### config.mk
export PLATFORM = sky130hd
export DESIGN_NAME = chm_front
export DESIGN_NICKNAME = d
export VERILOG_FILES = /design/src/rtl/chm_pkg.sv /design/src/rtl/chm_front.sv
export SDC_FILE = /design/constraint.sdc
export NUM_CORES = 1
export LEC_CHECK = 0
export CAP_MARGIN = 15
export CORE_ASPECT_RATIO = 1.75
export CORE_MARGIN = 2
export CORE_UTILIZATION = 58
export DETAILED_ROUTE_END_ITERATION = 12
export DONT_BUFFER_PORTS = 1
export PLACE_DENSITY = 0.74
export SLEW_MARGIN = 10
export SYNTH_ARGS = -nofsm -noshare
export SYNTH_HDL_FRONTEND = slang
export SYNTH_SLANG_ARGS = --single-unit
### constraint.sdc
create_clock -name clk -period 13.4 [get_ports clk]
set_clock_uncertainty 0.2 [all_clocks]
set_input_delay 2.68 -clock clk [delete_from_list [all_inputs] [get_ports clk]]
set_output_delay 2.68 -clock clk [all_outputs]
set_load 0.02 [all_outputs]
### src/rtl/chm_pkg.sv
`default_nettype none
package chm_pkg;
  localparam int TableSize = 1021;
  localparam int NodeCount = 4096;
  localparam int BktW = $clog2(TableSize);
  localparam int NodeW = $clog2(NodeCount);
  localparam int PtrW = $clog2(NodeCount + 1);
  localparam int HashShift = 18;
  localparam int PercentFull = 100;

  localparam logic [1:0] CmdInsert = 2'd0;
  localparam logic [1:0] CmdLookup = 2'd1;
  localparam logic [1:0] CmdCleanup = 2'd2;
  localparam logic [1:0] CmdUnused = 2'd3;

  localparam logic [1:0] StOk = 2'd0;
  localparam logic [1:0] StNotFound = 2'd1;
  localparam logic [1:0] StPoolFull = 2'd2;
  localparam logic [1:0] StBadPercent = 2'd3;

  typedef struct packed {
    logic [1:0] command;
    logic [31:0] terminal_id;
    logic [31:0] instance_id;
    logic [31:0] net_value;
    logic [6:0] fill_percent;
  } item_t;

  typedef struct packed {
    logic [1:0] status;
    logic [31:0] net_result;
    logic was_cleared;
  } result_t;

  typedef struct packed {
    item_t item;
    logic [BktW-1:0] bucket;
  } job_t;
endpackage
`default_nettype wire

### src/rtl/chm_front.sv
`default_nettype none
// Bucket hash: fold the key sum by 2^BktW per cycle (2^BktW = TableSize + FoldK),
// then one compare and subtract.
module chm_front (
  input  wire logic clk,
  input  wire logic rst_n,
  input  wire logic push,
  output logic full,
  input  wire chm_pkg::item_t item,
  output logic job_valid,
  input  wire logic job_ready,
  output chm_pkg::job_t job
);
  localparam int SumW = 64;
  localparam int FoldK = (1 << chm_pkg::BktW) - chm_pkg::TableSize;

  typedef enum logic [3:0] {
    S_IDLE = 4'b0001, S_FOLD = 4'b0010, S_RED = 4'b0100, S_OUT = 4'b1000
  } st_t;

  st_t st_r, st_nxt;
  chm_pkg::item_t item_r;
  logic [SumW-1:0] acc_r, acc_nxt;
  logic [chm_pkg::BktW-1:0] bkt_r, bkt_nxt;
  logic [SumW-1:0] hsum;
  logic [SumW-1:0] folded;
  logic [chm_pkg::BktW-1:0] low;

  assign hsum = 64'(item.instance_id) + (64'(item.terminal_id) << chm_pkg::HashShift)
              + 64'(item.terminal_id);
  assign low = acc_r[chm_pkg::BktW-1:0];
  assign folded = (acc_r >> chm_pkg::BktW) * 64'(FoldK) + 64'(low);

  assign full = (st_r != S_IDLE);
  assign job_valid = (st_r == S_OUT);
  assign job.item = item_r;
  assign job.bucket = bkt_r;

  always_comb begin
    st_nxt = st_r;
    acc_nxt = acc_r;
    bkt_nxt = bkt_r;
    unique case (st_r)
      S_IDLE: if (push) begin
        acc_nxt = hsum;
        st_nxt = S_FOLD;
      end
      S_FOLD: begin
        if (acc_r[SumW-1:chm_pkg::BktW] == '0) st_nxt = S_RED;
        else acc_nxt = folded;
      end
      S_RED: begin
        bkt_nxt = (low >= chm_pkg::BktW'(chm_pkg::TableSize))
                  ? low - chm_pkg::BktW'(chm_pkg::TableSize) : low;
        st_nxt = S_OUT;
      end
      S_OUT: if (job_ready) st_nxt = S_IDLE;
      default: st_nxt = S_IDLE;
    endcase
  end

  always_ff @(posedge clk) begin
    if (!rst_n) begin
      st_r <= S_IDLE;
    end else begin
      st_r <= st_nxt;
    end
    if (st_r == S_IDLE && push) item_r <= item;
    acc_r <= acc_nxt;
    bkt_r <= bkt_nxt;
  end
endmodule
`default_nettype wire

Yosys cells after proc, flatten, opt, wreduce, memory -nomap -nowiden
Cells that the tools add are included.
{"block": "classes", "magnitude_cmp": 1, "n_reduce_logical": 5, "add_sub_neg": 4, "multipliers": 1, "n_mux": 8, "n_eq_ne": 9}
{"operator": "$mux 64", "count": 2}
{"operator": "$pmux 64 s2", "count": 1}
{"operator": "$add 56x10->57", "count": 1}
{"operator": "$mul 54x2->56 const B", "count": 1}
{"operator": "$logic_not 54->1", "count": 1}
{"operator": "$add 51x32->52", "count": 1}
{"operator": "$add 32x50->51", "count": 1}
{"operator": "$pmux 4 s4", "count": 1}
{"operator": "$mux 4", "count": 3}
{"operator": "$ge 10x10->1 const B", "count": 1}
{"operator": "$mux 10", "count": 1}
{"operator": "$sub 10x10->10 const B", "count": 1}
{"operator": "$ne 2x2->1 const B", "count": 3}
{"operator": "$reduce_and 3->1", "count": 2}
{"operator": "$eq 4x1->1 const B", "count": 1}
{"operator": "$eq 4x2->1 const B", "count": 1}
{"operator": "$eq 4x3->1 const B", "count": 1}
{"operator": "$eq 4x4->1 const B", "count": 1}
{"operator": "$ne 4x1->1 const B", "count": 1}
{"operator": "$ne 2x1->1 const B", "count": 1}
{"operator": "$reduce_bool 2->1", "count": 1}
{"operator": "$logic_and 1x1->1", "count": 1}
{"block": "word_totals", "out_inout_bits": 117, "input_bits": 109, "elab_cells": 36, "regBits": 183}

Logic depth before layout (Yosys ltp)
{"block": "depth", "word_depth": 4, "ltp_mapped": 14}

Worst setup path before layout
Ideal clock, no wire load.
{"block": "synth_timing", "path_type": "input port to flip-flop", "startpoint": "in push", "endpoint": "reg acc_r[0] (enable)", "stages": 3, "t_arrival_ns": 8.318, "setup_time_ns": 0.387, "setup_slack_ns": 4.496, "t_required_ns": 12.813, "path_cell_list": "inv_1 > nor2_1 > or2_2"}
{"block": "synth_via", "elab_chain_cells": 2}
{"element": "start: declaration", "line": "chm_front.sv:7", "source": "input wire logic push,"}
{"element": "$ne 2x2->1 (no source line)"}
{"element": "$reduce_and 3->1 (no source line)"}
{"element": "end signal: assignment", "line": "chm_front.sv:69", "source": "acc_r <= acc_nxt;"}
{"element": "end: declaration", "line": "chm_front.sv:23", "source": "logic [SumW-1:0] acc_r, acc_nxt;"}
Every way passes these cells.
A chain may end at the register's enable or synchronous reset.

Worst setup path after layout
{"block": "layout_timing", "startpoint": "in item[40] (netlist bit)", "endpoint": "reg acc_r[33], data pin"}
{"block": "layout_via", "elab_chain_cells": 4}
{"element": "start: declaration", "line": "chm_front.sv:9", "source": "input wire chm_pkg::item_t item,"}
{"element": "$add 32x50->51", "line": "chm_front.sv:29", "source": "assign hsum = 64'(item.instance_id) + (64'(item.terminal_id) << chm_pkg::HashShift)"}
{"element": "$add 51x32->52", "line": "chm_front.sv:30", "source": "+ 64'(item.terminal_id);"}
{"element": "$mux 64", "line": "chm_front.sv:44", "source": "S_IDLE: if (push) begin"}
{"element": "$pmux 64 s2", "line": "chm_front.sv:43", "source": "unique case (st_r)"}
{"element": "named net acc_nxt[33]", "line": "chm_front.sv:23"}
The timed path passes the listed nets, and every way through them passes these cells. The select of a mux whose other input is x is not followed.

==> impl_metrics.tcl <==
set metrics [dict create \
    synth_most_common_cell "edfxtp_1" \
    yosysSeqAreaShare_pct 44.9 \
    ys_seq_elements 170 \
    cts_tree "yes" \
    netlist_top_cells_count "edfxtp_1 (166), ha_1 (146), a21oi_1 (86), inv_1 (71), nand2_1 (59)" \
    hold_path.class "reg -> reg" \
    clock.fmax_mhz 178 \
    use_met1_pct 29.6 \
    row_count 67 \
    yosysWarningCount 0 \
    netlist.area_leader.share_pct 44.2 \
    antenna_found_initial 0 \
    swShare_pct 38.0 \
    place.gp.congestion 0.913 \
    io_pins 226 \
    synth-main-ff-cell "edfxtp_1" \
    peakVddDrop_mv 0.0806 \
    grt_remaining_overflow 0 \
    first_pass_iters 5 \
    whs_ns 0.462 \
    die_w_um 109 \
    clock_latency_ns 0.43 \
    ctsHoldBuffers 0 \
    grt_pass1_vias 8133 \
    die_area_sq_um 20600 \
    relSlewSlack_pct 22.6 \
    cts-htree-levels 4 \
    area_growth_pct 7.30 \
    postCtsSetupRepairBufs 0 \
    root_buffer "clkbuf_16" \
    n_antenna_cell 0 \
    rsz0062_at_grt "no" \
    critPathKind "in -> reg" \
    fin_ws_ns 7.78 \
    finalMaxSlewViolations 0 \
    antenna_left 0 \
    drive_gt1_share_pct 6.23 \
    fin_cells 1252 \
    switchingPower_uw 755 \
    dp_hpwl_um 21600 \
    initial_core_util_pct 59.0 \
    path_clk_slew_ns 0.07 \
    critPathMaxFanout 4 \
    routed_wl_um 27200 \
    dpl_cell_area_sq_um 11500 \
    period_share_pct 41.9 \
    route.detailed.drc 0 \
    cts.sinks 170 \
    power.density_nw_per_um2 164 \
    leakagePower_nw 5.02 \
    worstMarginPinSlew_ns 1.16 \
    clock_path_buffers 2 \
    dp_slack_ns 7.39 \
    fin_setup_tns_ns 0 \
    power_mw 1.99 \
    outcome "complete, no violations" \
    synth_edf_count 166 \
    hold_viol 0 \
    viasPerCell 6.23 \
    grt_util_met3_pct 5.47 \
    power_frac_comb_pct 39.5 \
    grt_start_max_net_pins 91 \
    fillers 1512 \
    grt_usage_pct 27.0 \
    vias 7798 \
    seqPwrFrac_pct 36.7 \
    layout.nets 1278 \
    fin_util_pct 63.3 \
    coreArea_sq_um 19100 \
    cts_resized 0 \
    port_buffers 0 \
    synth_cell_type_count 66 \
    wl_per_cell_um 21.7 \
    power.internal_mw 1.23 \
    worstPathArrival_ns 5.57 \
    yosysTopAreaCell "edfxtp_1" \
    grtUsageMet2_pct 49.5 \
    die_y_um 188 \
    synthesis.area_sq_um 11300 \
    synth.net_count 1277 \
    synthTopCellsByArea "edfxtp_1 (44%), ha_1 (16%), fa_1 (4.4%)" \
    setup_viol 0 \
    cp-end-kind "flip-flop" \
    grt_busiest_layer "met2" \
    worstPathRequired_ns 13.36 \
    clock_power_share_pct 23.8 \
    cts_buffers 17 \
    dp.cells 1220 \
    drt_iter0_drc 369 \
    synth_cells 997 \
    syn_avg_cell_area_sq_um 11.3 \
    start_kind "input port" \
    design_area_sq_um 12100 \
    finalCriticalPeriod_ns 5.62 \
    async_flop_share_pct 0 \
    drv_cap 0 \
    grt_pass1_wl_um 42400 \
]
critical path: stages:
cell,delay (ns)
ha_1,0.27
ha_1,0.26
fa_1,0.45
a211oi_2,0.32
nor2_4,0.08
o22ai_1,0.17
o21ai_2,0.12
a21oi_2,0.23
a2bb2oi_2,0.29
o21ai_0,0.20
a31oi_1,0.25
xor2_1,0.16
mux2i_1,0.09
final timing paths:
kind | slack [ns] | to | cells after the start | startpoint
max | 7.78 | acc_r[33] | 13 | item[40]
min | 0.46 | bkt_r[5] | 1 | acc_r[5]
max reg2reg | 9.14 | acc_r[28] | 12 | acc_r[15]
min reg2reg | 0.46 | bkt_r[5] | 1 | acc_r[5]
cells by family (layout without fill, tap and decap cells):
logic type	Yosys count	after routing	synth area share [%]
adder cells (fa/ha/maj)	171	171	20.6
AO/OA/AOI/OAI	260	260	14.9
XOR/XNOR	79	79	6.14
multiplexers	4	4	0.355
flip-flops	170	170	44.9
buffers and inverters	93	107	3.16
AND/OR/NAND/NOR	220	220	9.91
power groups by stage:
stage               registers (mW)  logic [mW]  clock network [mW]
global route                 0.734       0.877               0.500
floorplan                    0.728       0.592                   0
CTS                          0.729       0.782               0.480
global placement             0.737       0.759                   0
detailed placement           0.740       0.772                   0
finish                       0.729       0.786               0.473
routing by layer:
metal	wire, um	vias to the layer above
met4	1020	0
li1	-	3694
met1	9970	3711
met5	0	-
met3	1670	56
met2	14600	337
cell usage in the layout (no fill, tap or decap), types with 4 or more instances in the layout:
master     Yosys  routed
o21ai_1       10      10
and3_1         9       9
mux2i_1        4       4
a21o_1        37      37
o21bai_1       8       8
inv_6          0       7
or2_2          6       6
xnor2_1       42      42
nor4_1         5       5
dfxtp_1        4       4
nand2_1       59      59
nor2_1        50      49
buf_4          0       4
or3_1          8       8
o21ai_0       44      44
ha_1         146     146
xor2_1        37      37
inv_1         71      71
a21oi_1       86      86
o31ai_1        6       6
nor2b_1       12      12
nor3_1         6       6
o22ai_1        4       4
edfxtp_1     166     166
nand3_1       20      20
and4_1         6       6
and2_1         6       6
nand4_1       20      20
a211oi_1      10      10
clkbuf_16      0      17
o211ai_1       6       6
a31oi_1       11      11
fa_1          25      25
flip-flops by register name, indices dropped and copies added, names as in the netlist:
signal	cells
job	105
acc_r	51
bkt_r	10
st_r	4
layout make-up:
cell class	count	area (sq um)	share of cell area, %
repair buffers	4	30.0	0.248
well taps	241	302	2.49
inverters	71	267	2.20
clock buffers	17	425	3.52
clock inverters	15	136	1.13
flip-flops and latches	170	5060	41.9
multi-input cells	734	5870	48.5
Power figures use the tool's default switching activity.
